[config.mk]
export PLATFORM = sky130hd
export DESIGN_NAME = brf_ctrl
export DESIGN_NICKNAME = d
export VERILOG_FILES = /design/src/rtl/core/brf_pkg.sv /design/src/rtl/core/brf_ctrl.sv
export SDC_FILE = /design/constraint.sdc
export NUM_CORES = 1
export LEC_CHECK = 0
export ABC_AREA = 1
export BUFFER_PORTS_ARGS = -buffer_cell sky130_fd_sc_hd__buf_2
export CAP_MARGIN = 10
export CORE_ASPECT_RATIO = 0.9
export CORE_MARGIN = 4
export CORE_UTILIZATION = 49
export DETAILED_ROUTE_END_ITERATION = 7
export GPL_TIMING_DRIVEN = 0
export PLACE_DENSITY = 0.66
export REMOVE_ABC_BUFFERS = 1
export SLEW_MARGIN = 30
export SYNTH_ARGS = -nofsm -noshare
export SYNTH_HDL_FRONTEND = slang
export SYNTH_SLANG_ARGS = --single-unit
[constraint.sdc]
create_clock -name clk_i -period 3.4 [get_ports clk_i]
set_clock_uncertainty 0.15 [all_clocks]
set_input_delay 0.34 -clock clk_i [delete_from_list [all_inputs] [get_ports clk_i]]
set_output_delay 0.34 -clock clk_i [all_outputs]
set_load 0.01 [all_outputs]
[src/rtl/core/brf_pkg.sv]
// brf_pkg: shared types, constants and helpers for the byte ring fifo
// used by brf_ctrl, byte_ring_fifo and brf_checker; no dependencies
`default_nettype none

package brf_pkg;

  localparam int MaxDepth = 1024;
  localparam int MaxRun   = 64;
  localparam int MinSize  = 2;

  localparam int AddrW = $clog2(MaxDepth);
  localparam int SizeW = AddrW + 1;
  localparam int DataW = 8;
  localparam int CntW  = 7;
  localparam int ReqW  = 2;

  typedef enum logic [ReqW-1:0] {
    REQ_WRITE = 2'd0,
    REQ_READ  = 2'd1,
    REQ_PEEK  = 2'd2,
    REQ_FLUSH = 2'd3
  } req_e;

  typedef enum logic {
    ST_IDLE = 1'b0,
    ST_RUN  = 1'b1
  } state_e;

  // result waiting on the ram read data
  typedef struct packed {
    logic             valid;
    logic             ok;
    logic             last;
    logic             mem;
    logic [AddrW-1:0] fill;
    logic [AddrW-1:0] free;
  } res_t;

  function automatic logic [SizeW-1:0] clamp_size(input logic [SizeW-1:0] v);
    logic [SizeW-1:0] r;
    r = v;
    if (v < SizeW'(MinSize)) r = SizeW'(MinSize);
    if (v > SizeW'(MaxDepth)) r = SizeW'(MaxDepth);
    return r;
  endfunction

  function automatic logic [AddrW-1:0] free_lvl(input logic [SizeW-1:0] eff,
                                                input logic [AddrW-1:0] fill);
    logic [SizeW-1:0] r;
    r = eff - SizeW'(1) - {1'b0, fill};
    return r[AddrW-1:0];
  endfunction

  function automatic logic [AddrW-1:0] next_ptr(input logic [AddrW-1:0] p,
                                                input logic [SizeW-1:0] eff);
    logic [SizeW-1:0] s;
    s = {1'b0, p} + SizeW'(1);
    return (s >= eff) ? '0 : s[AddrW-1:0];
  endfunction

endpackage

`default_nettype wire

[src/rtl/core/brf_ctrl.sv]
// brf_ctrl: pointers, fill count, request sequencer and ram access control
// depends on brf_pkg; drives brf_ram and the result stage in byte_ring_fifo
`default_nettype none

module brf_ctrl
  import brf_pkg::*;
(
  input  wire logic             clk_i,
  input  wire logic             rst_ni,
  input  wire logic             in_valid_i,
  output logic                  in_stall_o,
  input  wire logic [ReqW-1:0]  req_type_i,
  input  wire logic [CntW-1:0]  read_count_i,
  input  wire logic             cfg_we_i,
  input  wire logic [SizeW-1:0] cfg_wdata_i,
  input  wire logic             out_ready_i,
  output res_t                  pend_o,
  output logic                  ram_we_o,
  output logic [AddrW-1:0]      ram_waddr_o,
  output logic                  ram_re_o,
  output logic [AddrW-1:0]      ram_raddr_o
);

  state_e           state_q, state_d;
  logic [SizeW-1:0] eff_q, eff_d;
  logic [AddrW-1:0] rp_q, rp_d, wp_q, wp_d;
  logic [AddrW-1:0] fill_q, fill_d;
  logic [CntW-1:0]  rem_q, rem_d;
  res_t             pend_q, pend_d;

  logic             p_free, in_ready, acc, run_go;
  logic             full, empty;
  logic [CntW-1:0]  cnt, n;
  logic [AddrW-1:0] fill_dec;
  req_e             req;

  assign req      = req_e'(req_type_i);
  assign p_free   = !pend_q.valid || out_ready_i;
  assign full     = {1'b0, fill_q} == (eff_q - SizeW'(1));
  assign empty    = fill_q == '0;
  assign fill_dec = fill_q - AddrW'(1);

  always_comb begin
    cnt = read_count_i;
    if (cnt == '0) cnt = CntW'(1);
    if (cnt > CntW'(MaxRun)) cnt = CntW'(MaxRun);
    n = (fill_q < AddrW'(cnt)) ? CntW'(fill_q) : cnt;
  end

  // next state
  always_comb begin
    state_d = state_q;
    case (state_q)
      ST_IDLE: begin
        if (acc && req == REQ_READ && !empty && n != CntW'(1)) state_d = ST_RUN;
      end
      ST_RUN: begin
        if (run_go && rem_q == CntW'(1)) state_d = ST_IDLE;
      end
      default: state_d = ST_IDLE;
    endcase
  end

  // outputs
  always_comb begin
    in_ready = 1'b0;
    run_go   = 1'b0;
    case (state_q)
      ST_IDLE: in_ready = p_free;
      ST_RUN:  run_go   = p_free;
      default: ;
    endcase
    in_stall_o = !in_ready;
    acc        = in_valid_i && in_ready;
  end

  always_comb begin
    eff_d       = eff_q;
    rp_d        = rp_q;
    wp_d        = wp_q;
    fill_d      = fill_q;
    rem_d       = rem_q;
    pend_d      = pend_q;
    ram_we_o    = 1'b0;
    ram_re_o    = 1'b0;
    ram_waddr_o = wp_q;
    ram_raddr_o = rp_q;
    if (out_ready_i) pend_d.valid = 1'b0;

    if (cfg_we_i) begin
      eff_d  = clamp_size(cfg_wdata_i);
      rp_d   = '0;
      wp_d   = '0;
      fill_d = '0;
    end else if (acc) begin
      pend_d.valid = 1'b1;
      pend_d.ok    = 1'b0;
      pend_d.last  = 1'b1;
      pend_d.mem   = 1'b0;
      pend_d.fill  = fill_q;
      pend_d.free  = free_lvl(eff_q, fill_q);
      case (req)
        REQ_WRITE: begin
          if (!full) begin
            ram_we_o    = 1'b1;
            wp_d        = next_ptr(wp_q, eff_q);
            fill_d      = fill_q + AddrW'(1);
            pend_d.ok   = 1'b1;
            pend_d.fill = fill_d;
            pend_d.free = free_lvl(eff_q, fill_d);
          end
        end
        REQ_READ: begin
          if (!empty) begin
            ram_re_o    = 1'b1;
            rp_d        = next_ptr(rp_q, eff_q);
            fill_d      = fill_dec;
            rem_d       = n - CntW'(1);
            pend_d.ok   = 1'b1;
            pend_d.mem  = 1'b1;
            pend_d.last = n == CntW'(1);
            pend_d.fill = fill_dec;
            pend_d.free = free_lvl(eff_q, fill_dec);
          end
        end
        REQ_PEEK: begin
          if (!empty) begin
            ram_re_o   = 1'b1;
            pend_d.ok  = 1'b1;
            pend_d.mem = 1'b1;
          end
        end
        REQ_FLUSH: begin
          rp_d        = '0;
          wp_d        = '0;
          fill_d      = '0;
          pend_d.ok   = 1'b1;
          pend_d.fill = '0;
          pend_d.free = free_lvl(eff_q, '0);
        end
        default: ;
      endcase
    end else if (run_go) begin
      ram_re_o     = 1'b1;
      rp_d         = next_ptr(rp_q, eff_q);
      fill_d       = fill_dec;
      rem_d        = rem_q - CntW'(1);
      pend_d.valid = 1'b1;
      pend_d.ok    = 1'b1;
      pend_d.mem   = 1'b1;
      pend_d.last  = rem_q == CntW'(1);
      pend_d.fill  = fill_dec;
      pend_d.free  = free_lvl(eff_q, fill_dec);
    end
  end

  always_ff @(posedge clk_i or negedge rst_ni) begin
    if (!rst_ni) begin
      state_q <= ST_IDLE;
      eff_q   <= SizeW'(MaxDepth);
      rp_q    <= '0;
      wp_q    <= '0;
      fill_q  <= '0;
      rem_q   <= '0;
      pend_q  <= '0;
    end else begin
      state_q <= state_d;
      eff_q   <= eff_d;
      rp_q    <= rp_d;
      wp_q    <= wp_d;
      fill_q  <= fill_d;
      rem_q   <= rem_d;
      pend_q  <= pend_d;
    end
  end

  assign pend_o = pend_q;

endmodule

`default_nettype wire

Yosys cells after proc, flatten, opt, wreduce, memory -nomap -nowiden
Cells that the tools add are included.

operators by class
  add/subtract/negate cells = 10
  magnitude comparators = 6
  equal/unequal tests = 14
  multiplexer cells = 50
  bitwise operators = 2
  reductions and logical operators = 22

operator list
  cell                     count
  $mux W10                 14
  $mux W24                 3
  $pmux W20 S3             1
  $mux W7                  7
  $pmux W10 S2             2
  $pmux W10 S3             1
  $sub A10 B10 Y10         3
  $mux W23                 1
  $add A10 B1 Y11 const B  2
  $ge A11 B11 Y1           2
  $mux W11                 2
  $mux W20                 1
  $mux W1                  15
  $eq A7 B1 Y1 const B     2
  $sub A7 B1 Y7 const B    2
  $eq A10 B11 Y1           1
  $gt A11 B11 Y1 const B   1
  $lt A11 B2 Y1 const B    1
  $sub A11 B1 Y11 const B  1
  $add A10 B1 Y10 const B  1
  $logic_not A10 Y1        1
  $lt A10 B7 Y1            1
  $sub A10 B1 Y10 const B  1
  $ne A4 B4 Y1 const B     2
  other kinds (23)         36

word-level totals
  flip-flop bits (word level) = 73
  bits of input ports = 25
  output and inout port bits = 47

Logic depth before layout (Yosys ltp)
Gate-level depths: netlist of the first run.

  depth after elaboration = 11
  gate-level depth with buffers = 22

Least setup slack after synthesis of the first run
Ideal clock, no wire load.

  path kind = register to register
  start = register wp_q[0] (netlist: ram_waddr_o[0])
  end = register wp_q[7] (netlist: ram_waddr_o[7])
  data arrival time = 2.870 ns
  setup slack = 0.297 ns
  cell stages (with the launch flop) = 15
  path buffers = 0
  path through = dfrtp_1 ha_1 nand3_1 nor3_1 nand3_1 xor2_1 inv_1 ha_1 a21oi_1 o21ai_0 a21oi_1 o311ai_0 nor3_1 nand2_1 o21ai_0

between the ends
  word-level cells in the longest chain between the ends = 7

RTL lines
  item                      line             source
  start: declaration        brf_ctrl.sv:26   logic [AddrW-1:0] rp_q, rp_d, wp_q, wp_d;
  start signal: assignment  brf_ctrl.sv:170  wp_q <= wp_d;
  $add A10 B1 Y11 (*)       brf_pkg.sv:57    s = {1'b0, p} + SizeW'(1);
  $ge A11 B11 Y1            brf_pkg.sv:58    return (s >= eff) ? '0 : s[AddrW-1:0];
  $mux W10 (*)              brf_pkg.sv:58
  $mux W10 (*)              brf_ctrl.sv:104  if (!full) begin
  $pmux W10 S2 (*)          brf_ctrl.sv:102  case (req)
  $mux W10 (*)              brf_ctrl.sv:95   end else if (acc) begin
  $mux W10 (*)              brf_ctrl.sv:90   if (cfg_we_i) begin

Mark *: on every way between the ends. The rest lies on a longest branch, timed or not. The select of a mux whose other input is x is not followed.
A chain may end at the register's enable or synchronous reset.

Worst setup path after layout of the first run
  start = register eff_q[0]
  end = output ram_we_o

between the ends
  word-level cells in the longest chain between the ends = 6

RTL lines
  item                      line             source
  start: declaration        brf_ctrl.sv:25   logic [SizeW-1:0] eff_q, eff_d;
  start signal: assignment  brf_ctrl.sv:160  eff_q <= SizeW'(MaxDepth);
  $sub A11 B1 Y11           -
  $eq A10 B11 Y1            brf_ctrl.sv:39   assign full = {1'b0, fill_q} == (eff_q - SizeW'(1));
  $mux W1                   brf_ctrl.sv:104
  $mux W1                   brf_ctrl.sv:102
  $mux W1                   brf_ctrl.sv:95
  $mux W1                   brf_ctrl.sv:90
  end: declaration          brf_ctrl.sv:18   output logic ram_we_o,

Every way passes these cells.

==> results of run 1 <==
[synthesized netlist by cell type (all sizes together) (2+ instances only)]
library cell / count / area share
a21oi: 62 / 0.042
o21ai: 77 / 0.054
a22oi: 2 / 0.0020
xor2: 48 / 0.057
dfrtp: 72 / 0.24
clkbuf: 12 / 0.0061
o22ai: 21 / 0.023
nand3: 69 / 0.049
a2bb2oi: 5 / 0.0067
nor3: 5 / 0.0034
nand2: 287 / 0.15
o21bai: 9 / 0.0091
ha: 68 / 0.11
o31ai: 2 / 0.0020
xnor2: 7 / 0.0083
nor4: 4 / 0.0034
inv: 144 / 0.074
o2111ai: 3 / 0.0035
fa: 3 / 0.0081
o211ai: 5 / 0.0057
buf: 12 / 0.012
nand4: 14 / 0.014
nor2: 88 / 0.050
a31oi: 3 / 0.0025
a21boi: 16 / 0.017
o221ai: 3 / 0.0035
or2: 20 / 0.017
clkinv: 4 / 0.0020
o311ai: 2 / 0.0024
[cell type report]
cell class | instances | area share
repair buffers | 90 | 0.0611
inverters | 148 | 0.0660
multi-input cells | 835 | 0.596
well taps | 198 | 0.0287
clock buffers | 12 | 0.0297
clock inverters | 4 | 0.00595
flip-flops and latches | 73 | 0.213
[critical path, cell delays in order (launching register included)]
cell     delay [ns]
dfrtp_2        0.42
inv_4          0.09
ha_4           0.18
nand4_1        0.15
nor2_2         0.15
xor2_2         0.25
ha_4           0.18
nand2_1        0.04
nor4_1         0.22
nand2_1        0.21
nor2_8         0.17
inv_2          0.09
nand2_8        0.07
nor2_1         0.07
buf_2          0.14
[per-layer routing]
metal  vias up  track usage  share of wire
li1       3704            -              -
met3        58       0.0400          0.080
met2       265        0.410           0.44
met5         -            0              0
met1      3456        0.388           0.45
met4         0       0.0825          0.028
[per-stage QoR]
stage | setup TNS [ns] | power [mW] | hold WS (ns)
after floorplan | 0 | 4.98 | -0.106
after global placement | -10.32 | 6.28 | 0.349
after detailed placement | -7.10 | 6.29 | 0.0206
after CTS | -0.0378 | 7.42 | 0.0576
after global routing | -0.0501 | 8.44 | 0.0679
final | 0 | 7.72 | 0.0613
[worst max path at each step]
| stage | end | from | slack, ns | cells after the start |
|---|---|---|---|---|
| 3_3_place_gp | rem_q[0]$_DFFE_PN0P_ | cfg_we_i | -0.65 | 11 |
| 4_1_cts | ram_we_o | eff_q[1]$_DFFE_PN0P_ | -0.04 | 14 |
| 2_1_floorplan | ram_waddr_o[7]$_DFFE_PN0P_ | ram_waddr_o[0]$_DFFE_PN0P_ | 0.30 | 14 |
| 3_5_place_dp | ram_waddr_o[7]$_DFFE_PN0P_ | eff_q[0]$_DFFE_PN0P_ | -0.38 | 15 |
| 5_1_grt | pend_o[9]$_DFFE_PN0P_ | fill_q[3]$_DFFE_PN0P_ | -0.03 | 18 |
| 6_report | ram_we_o | eff_q[0]$_DFFE_PN0P_ | 0.12 | 14 |
[power by group]
group	switching [mW]	internal, mW	total, mW
sequential	0.288	1.14	1.42
clock	0.409	0.609	1.02
combinational	3.30	1.98	5.28
[registers in the layout (all words and copies together), names as in the netlist]
| register | count |
|---|---|
| eff_q | 11 |
| fill_q | 10 |
| pend_o | 24 |
| ram_raddr_o | 10 |
| ram_waddr_o | 10 |
| rem_q | 7 |
| state_q | 1 |
[repair_timing]
| action | in CTS | in global routing |
|---|---|---|
| pin swaps | 7 | 9 |
| hold buffers | 1 | 0 |
| gates resized for setup | 19 | 27 |
| setup endpoints to repair | 32 | 36 |
| buffers inserted | 6 | 11 |
| hold endpoints to repair | 72 | 0 |
| gates cloned | 0 | 1 |
[logic make-up after synthesis]
family                   synth area share
adder cells (fa/ha/maj)             0.123
XOR/XNOR                           0.0649
flip-flops                          0.246
AO/OA/AOI/OAI                       0.181
buffers and inverters              0.0934
AND/OR/NAND/NOR                     0.292
==> metrics.csv, run 1 <==
stage,metric,value,unit
cts,numCtsBuffers,9,
flow_run,maxCapViolations,0,
placed_design,port_buffers,71,
yosys,synth_edf_count,0,
finish,final_core_util,0.584,
yosys,synth_seq_cells,73,
finish,diodes,0,
power,leakage,4.38,nW
die,design.die.area,17200,sq um
timing,setup_slack,0.122,ns
placed_design,dp_cells,1325,
finish,drive_gt1_frac,0.190,
min_path,hold_depth,3,
global_route,grt_pass1_wl,36300,um
routing,vias,7483,
worst_setup_path,cp.arrival,2.79,ns
die,die_height,125,um
cts,clockBufferDepth,2,
global_route,track_usage,0.268,
yosys,seq_area_frac_synth,0.246,
timing,drv_slew,0,
timing,period_minus_slack,3.28,ns
timing,rsz0062_at_grt,true,
yosys,synthArstFlopShare,1.00,
yosys,yosys_most_used_dff,dfrtp_1,
cts,clockRootBuffer,clkbuf_16,
timing,fin_crit_sh,0.964,
worst_setup_path,reg2reg_to,pend_o[5]$_DFFE_PN0P_,
cts,clk_latency,0.35,ns
power,ir_drop,386,uV
placed_design,post-place-ws,-0.383,ns
timing,max_freq,0.305,GHz
yosys,yosys_warnings,0,
worst_setup_path,critPathRequiredTime,2.91,ns
die,fp.dieW,138,um
finish,multi_input_area,5140,sq um
worst_setup_path,worstSetupEndpointType,output port,
worst_setup_path,ff2ff_setup_slack,0.15,ns
finish,fillers,1406,
placed_design,place_hpwl,17100,um
min_path,worstHoldStart,cfg_wdata_i[7],
cts,cts_tree,built,
routing,drtIter0Drc,706,
cts,cts_sinks,73,
timing,finalHoldViolCount,0,
die,start_util,0.502,
routing,ant_nets,0,
routing,dr.pass1.iters,5,
global_route,grt_pass1_vias,6968,
timing,maxSlewHeadroom,0.308,
die,fp.coreArea,14800,sq um
placed_design,place_area,7930,sq um
finish,regArea,1830,sq um
cts,clk_pin_slew,0.06,ns
status,outcome,completed,
worst_setup_path,path_class,register to output port,
worst_setup_path,crit_fanout,5,
finish,layout.nets,1253,
finish,instances_no_fill,1360,
min_path,worst_hold_path.endpoint,eff_q[7]$_DFFE_PN0P_,
yosys,synthCells,1079,
finish,syn_to_final_growth,16.3,%
worst_setup_path,reg2regPathDepth,12,
yosys,yosysUniqueCellTypes,62,
cts,cts_htree_levels,3,
routing,vias_per_cell,5.50,
global_route,grt_overflow,0,
min_path,hp-class,input port to register,
finish,final_common_cell,nand2_1,
finish,final_cell_area,8630,sq um
die,rows,42,
timing,tightest_slew,1.04,ns
worst_setup_path,startpoint_type,register,
routing,drc,0,
routing,wl,23200,um
placed_design,gp_congestion,0.991,
die,pin_count,72,
yosys,syn_area,7420,sq um
power,p_per_area,895,nW/um^2
global_route,antenna_found_initial,0,
finish,layout_common_cells,"nand2_1, inv_1, nor2_1, buf_2, dfrtp_1",
routing,wl_per_cell,17.0,um
timing,finalSetupViolCount,0,
worst_setup_path,reg2reg_from,fill_q[4]$_DFFE_PN0P_,
global_route,grt_max_degree,63,
yosys,syn_avg_cell_area,6.88,sq um
Power figures use the tool's default switching activity.
==> run 2: changes to the inputs <==
==> constraint.sdc (replaced) <==
create_clock -name clk_i -period 3.4 [get_ports clk_i]
set_clock_uncertainty 0.15 [all_clocks]
set_input_delay 0.17 -clock clk_i [delete_from_list [all_inputs] [get_ports clk_i]]
set_output_delay 0.17 -clock clk_i [all_outputs]
set_load 0.01 [all_outputs]
==> run 2 against run 1 <==
- cell count is 0.29% higher
- largest cell class unchanged
- first-iteration DRC count fell by 10%
- global-route usage up 0.16 points
- die area did not move
- via count rose by 0.28%
- critical path type unchanged
- register-to-register slack gained 0.03 ns
- critical path depth fell by 1
- clock power hardly changed
- highest routed layer unchanged
==> metrics.csv, run 2 (synthesis gave the netlist of run 1 again) <==
stage,metric,value,unit,change
worst_setup_path,crit_fanout,12,,was 5
global_route,grt_use_met1,0.386,,was 0.388
routing,vias,7504,,"was 7,483"
timing,maxSlewHeadroom,0.302,,was 0.308
die,design.die.area,17200,sq um,unchanged
timing,max_freq,0.306,GHz,was 0.305 GHz
placed_design,place_area,7930,sq um,unchanged
finish,layout_common_cells,"nand2_1, inv_1, nor2_1, buf_2, nand3_1",,"was nand2_1, inv_1, nor2_1, buf_2, dfrtp_1"
die,fp.dieW,138,um,unchanged
timing,tightest_slew,1.05,ns,was 1.04 ns
worst_setup_path,path_class,register to output port,,unchanged
worst_setup_path,reg2reg_from,fill_q[4]$_DFFE_PN0P_,,unchanged
worst_setup_path,cp_cell_sequence,nor2_2 > nand2_2 > nor2_4 > xor2_4 > ha_4 > nand4_1 > nor4_1 > nand2_1 > nor2_8 > inv_2 > nand2_8 > nor2_1 > buf_2,,was inv_4 > ha_4 > nand4_1 > nor2_2 > xor2_2 > ha_4 > nand2_1 > nor4_1 > nand2_1 > nor2_8 > inv_2 > nand2_8 > nor2_1 > buf_2
global_route,grt_pass1_vias,7027,,"was 6,968"
finish,syn_to_final_growth,16.6,%,was 16.3%
cts,numCtsBuffers,9,,unchanged
routing,wl_per_cell,17.1,um,was 17.0 um
power,leakage,4.38,nW,about the same
worst_setup_path,startpoint,eff_q[2]$_DFFE_PN0P_,,was eff_q[0]$_DFFE_PN0P_
finish,final_common_cell,nand2_1,,unchanged
global_route,track_usage,0.270,,was 0.268
cts,clockRootBuffer,clkbuf_16,,unchanged
die,rows,42,,unchanged
worst_setup_path,critPathRequiredTime,3.08,ns,was 2.91 ns
timing,period_minus_slack,3.26,ns,was 3.28 ns
worst_setup_path,cp_slowest_cell,dfrtp_1,,was dfrtp_2
placed_design,port_buffers,71,,unchanged
finish,diodes,0,,unchanged
global_route,grt_max_degree,63,,unchanged
worst_setup_path,worstSetupEndpointType,output port,,unchanged
global_route,grt_overflow,0,,unchanged
status,outcome,completed,,unchanged
min_path,hp-class,input port to register,,unchanged
worst_setup_path,reg2reg_to,pend_o[5]$_DFFE_PN0P_,,unchanged
cts,cts_htree_levels,3,,unchanged
power,ir_drop,383,uV,was 386 uV
cts,cts_sinks,73,,unchanged
min_path,worst_hold_path.endpoint,eff_q[9]$_DFFE_PN0P_,,was eff_q[7]$_DFFE_PN0P_
finish,final_cell_area,8650,sq um,was 8630 sq um
flow_run,maxCapViolations,0,,unchanged
global_route,top_usage_layer,met2,,unchanged
min_path,hold_depth,3,,unchanged
worst_setup_path,cp.buffers_inverters,2,,was 3
cts,clk_latency,0.35,ns,about the same
routing,drtIter0Drc,632,,was 706
worst_setup_path,reg2regPathDepth,12,,unchanged
worst_setup_path,startpoint_type,register,,unchanged
routing,vias_per_cell,5.50,,about the same
timing,fin_crit_sh,0.960,,was 0.964
finish,drive_gt1_frac,0.179,,was 0.190
worst_setup_path,cp.arrival,2.94,ns,was 2.79 ns
timing,finalHoldViolCount,0,,unchanged
die,start_util,0.502,,unchanged
worst_setup_path,critPathMaxStageDelay,0.44,ns,was 0.42 ns
min_path,worstHoldStart,cfg_wdata_i[9],,was cfg_wdata_i[7]
cts,cts_tree,built,,unchanged
cts,clockBufferDepth,2,,unchanged
global_route,gr-usage-met2,0.414,,was 0.410
power,p_per_area,882,nW/um^2,was 895 nW/um^2
global_route,grt_pass1_wl,36500,um,"was 36,300 um"
timing,drv_slew,0,,unchanged
worst_setup_path,ff2ff_setup_slack,0.18,ns,was 0.15 ns
placed_design,gp_congestion,0.991,,unchanged
die,pin_count,72,,unchanged
global_route,antenna_found_initial,0,,unchanged
power,p_total,7.64,mW,was 7.72 mW
routing,dr.pass1.iters,5,,unchanged
routing,ant_nets,0,,unchanged
die,fp.coreArea,14800,sq um,unchanged
timing,finalSetupViolCount,0,,unchanged
cts,clk_pin_slew,0.06,ns,about the same
routing,wl,23300,um,"was 23,200 um"
timing,timing.setup.tns,0,ns,unchanged
finish,largest_reg_flops,24,,unchanged
die,die_height,125,um,unchanged
global_route,grt_use_met3,0.0424,,was 0.0400
routing,drc,0,,unchanged
worst_setup_path,critical_path.top_delay_family,simple AND/OR/NAND/NOR gates,,unchanged
placed_design,place_hpwl,17100,um,unchanged
finish,layout.nets,1257,,"was 1,253"
-- run 2: worst max path at each step --
stage	to	slack (ns)	depth (start not counted)
after floorplan	ram_waddr_o[7]$_DFFE_PN0P_	0.30	14
after global placement	rem_q[0]$_DFFE_PN0P_	-0.48	11
after detailed placement	ram_waddr_o[7]$_DFFE_PN0P_	-0.38	15
after CTS	ram_we_o	-0.06	14
after global routing	ram_we_o	-0.009	13
final	ram_we_o	0.14	13
-- run 2: through the flow --
stage	utilization	std cells	setup slack [ns]	hold slack (ns)
finish	0.586	1364	0.136	0.00969
global route	0.586	1364	-0.00855	0.0378
CTS	0.571	1355	-0.0555	0.00535
detailed placement	0.537	1325	-0.383	-0.149
global placement	0.534	1324	-0.476	0.249
floorplan	-	1055	0.297	-0.276
-- run 2: final cells by class --
type	count	area, sq um
well taps	198	248
clock buffers	12	256
inverters	148	569
fillers	1398	6110
repair buffers	94	584
multi-input cells	835	5110
flip-flops and latches	73	1840
clock inverters	4	51.3
-- run 2: per-layer routing --
metal	part of all wire	up-vias
li1	-	3713
met1	0.44	3462
met2	0.45	283
met3	0.082	46
met4	0.026	0
met5	0	-
-- run 2: power by group --
| group | switching [mW] | leakage, nW | internal, mW | total [mW] |
|---|---|---|---|---|
| Sequential | 0.286 | 0.916 | 1.14 | 1.42 |
| Combinational | 3.28 | 3.32 | 1.92 | 5.20 |
| Clock | 0.402 | 0.149 | 0.609 | 1.01 |
| Total | 3.97 | 4.38 | 3.66 | 7.64 |
-- run 2: repair_timing --
action,in CTS,in global routing
cloned,0,1
hold endpoints to repair,83,0
endpoints found under the setup margin,32,46
hold buffers,12,0
pin swaps,3,9
setup buffers,2,8
gates resized for setup,13,30
-- run 2: tightest hold or removal path: cells and delay by family --
kind                   cells  cell delay [ns]
AO/OA/AOI/OAI              1             0.11
buffers and inverters      2             0.18
==> run 3: changes to the inputs <==
- PLACE_DENSITY: 0.66 -> 0.69
==> run 3 against run 2 <==
- sequential power hardly changed
- core utilization is 0.22 points higher
- worst setup slack improved by 0.041 ns
- non-clock buffer count is the same
- cell count stayed put
- combinational power hardly changed
- critical path depth is 1 higher
- register-to-register slack improved by 0.02 ns
- wire length decreased by 0.63%
- sequential share of layout area shrank 0.079 points
- maximum frequency increased by 1.3%
- critical path type unchanged
==> metrics.csv, run 3 (synthesis gave the netlist of run 1 again) <==
stage,metric,value,unit,change
status,outcome,completed,,unchanged
worst_setup_path,critPathRequiredTime,3.08,ns,about the same
power,ir_drop,351,uV,was 383 uV
timing,tightest_slew,0.939,ns,was 1.05 ns
finish,layout.nets,1257,,unchanged
die,fp.coreArea,14800,sq um,unchanged
cts,cts_sinks,73,,unchanged
finish,final_common_cell,nand2_1,,unchanged
cts,clk_latency,0.35,ns,about the same
finish,drive_gt1_frac,0.184,,was 0.179
routing,drtIter0Drc,665,,was 632
die,design.die.area,17200,sq um,unchanged
worst_setup_path,startpoint_type,register,,unchanged
cts,clk_pin_slew,0.06,ns,about the same
min_path,hp-class,input port to asynchronous set/reset pin,,was input port to register
timing,finalSetupViolCount,0,,unchanged
timing,max_freq,0.310,GHz,was 0.306 GHz
die,die_height,125,um,unchanged
routing,wl,23200,um,"was 23,300 um"
cts,cts_tree,built,,unchanged
die,start_util,0.502,,unchanged
worst_setup_path,worstSetupEndpointType,output port,,unchanged
finish,regArea,1840,sq um,unchanged
placed_design,post-place-ws,-0.368,ns,was -0.383 ns
worst_setup_path,path_class,register to output port,,unchanged
finish,layout_common_cells,"nand2_1, inv_1, nor2_1, buf_2, nand3_1",,unchanged
cts,cts_htree_levels,3,,unchanged
finish,final_cell_area,8690,sq um,was 8650 sq um
timing,maxSlewHeadroom,0.373,,was 0.302
timing,drv_slew,0,,unchanged
finish,syn_to_final_growth,17.1,%,was 16.6%
global_route,grt_pass1_wl,36600,um,"was 36,500 um"
timing,finalHoldViolCount,0,,unchanged
cts,clockRootBuffer,clkbuf_16,,unchanged
finish,final_core_util,0.588,,was 0.586
placed_design,place_hpwl,17200,um,"was 17,100 um"
worst_setup_path,cp.arrival,2.90,ns,was 2.94 ns
timing,fin_crit_sh,0.948,,was 0.960
global_route,grt_overflow,0,,unchanged
timing,setup_slack,0.177,ns,was 0.136 ns
die,rows,42,,unchanged
placed_design,gp_congestion,0.974,,was 0.991
global_route,track_usage,0.269,,was 0.270
power,p_total,7.63,mW,was 7.64 mW
worst_setup_path,crit_fanout,12,,unchanged
finish,fillers,1435,,"was 1,398"
cts,numCtsBuffers,9,,unchanged
global_route,grt_max_degree,63,,unchanged
power,leakage,4.38,nW,about the same
power,p_per_area,878,nW/um^2,was 882 nW/um^2
global_route,grt_pass1_vias,7072,,"was 7,027"
routing,wl_per_cell,17.0,um,was 17.1 um
flow_run,maxCapViolations,0,,unchanged
placed_design,place_area,7930,sq um,unchanged
finish,multi_input_area,5140,sq um,was 5110 sq um
placed_design,port_buffers,71,,unchanged
routing,vias_per_cell,5.50,,about the same
cts,clockBufferDepth,2,,unchanged
routing,dr.pass1.iters,5,,unchanged
routing,vias,7506,,"was 7,504"
global_route,antenna_found_initial,0,,unchanged
die,fp.dieW,138,um,unchanged
finish,largest_reg_flops,24,,unchanged
timing,hold_ws,0.0491,ns,was 0.00969 ns
timing,period_minus_slack,3.22,ns,was 3.26 ns
die,pin_count,72,,unchanged
timing,rsz0062_at_grt,false,,
routing,ant_nets,0,,unchanged
finish,diodes,0,,unchanged
routing,drc,0,,unchanged
==> run 3: through the flow <==
| stage | setup TNS (ns) | std cells |
|---|---|---|
| finish | 0 | 1364 |
| global route | 0 | 1364 |
| CTS | -0.0359 | 1357 |
| detailed placement | -6.17 | 1325 |
| global placement | -7.76 | 1324 |
| floorplan | 0 | 1055 |
==> run 3: cell type report <==
| class | count | share of cell area |
|---|---|---|
| Sequential cell | 73 | 0.211 |
| Clock inverter | 5 | 0.00634 |
| Multi-Input combinational cell | 835 | 0.591 |
| Inverter | 148 | 0.0668 |
| Clock buffer | 11 | 0.0279 |
| Timing Repair Buffer | 94 | 0.0678 |
| Tap cell | 198 | 0.0285 |
==> run 3: where the power goes <==
group          internal, mW  switching [mW]  total [mW]
clock                 0.586           0.403       0.989
combinational          1.94            3.26        5.20
sequential             1.14           0.304        1.44
total                  3.66            3.97        7.63
==> run 3: critical path: stages (launching register included) <==
cell     delay [ns]
dfrtp_1        0.42
inv_4          0.11
ha_4           0.16
inv_1          0.04
o21ai_0        0.19
nand2_2        0.16
ha_4           0.33
nand4_1        0.18
nor4_2         0.21
nand2_2        0.14
nor2_8         0.15
inv_2          0.09
nand2_8        0.13
nor2_1         0.08
buf_2          0.14
==> run 3: timing repair <==
item | 4_1_cts | 5_1_grt
gates resized for setup | 19 | 34
hold endpoints to repair | 84 | 0
pin swaps | 2 | 5
endpoints found under the setup margin | 32 | 48
cloned | 0 | 1
buffers inserted | 2 | 6
hold buffers | 14 | 0
==> run 3: worst paths after layout <==
path                                  startpoint  slack [ns]  depth (start not counted)                     to
max                         eff_q[1]$_DFFE_PN0P_        0.18                         14               ram_we_o
min                                       rst_ni        0.05                          2  fill_q[7]$_DFFE_PN0P_
max reg2reg                fill_q[1]$_DFFE_PN0P_        0.20                         15  pend_o[5]$_DFFE_PN0P_
min reg2reg                 rem_q[5]$_DFFE_PN0P_        0.37                          2   rem_q[5]$_DFFE_PN0P_
max in group asynchronous                 rst_ni        2.43                          3  eff_q[10]$_DFFE_PN1P_
min in group clk_i                      cfg_we_i        0.08                          3  eff_q[10]$_DFFE_PN1P_
==> run 3: per-layer routing <==
layer	vias up	wire length, um	GRT usage
met4	0	451	0.0721
met3	40	1890	0.0497
met1	3473	10500	0.388
met5	-	0	0
met2	264	10400	0.413
li1	3729	-	-
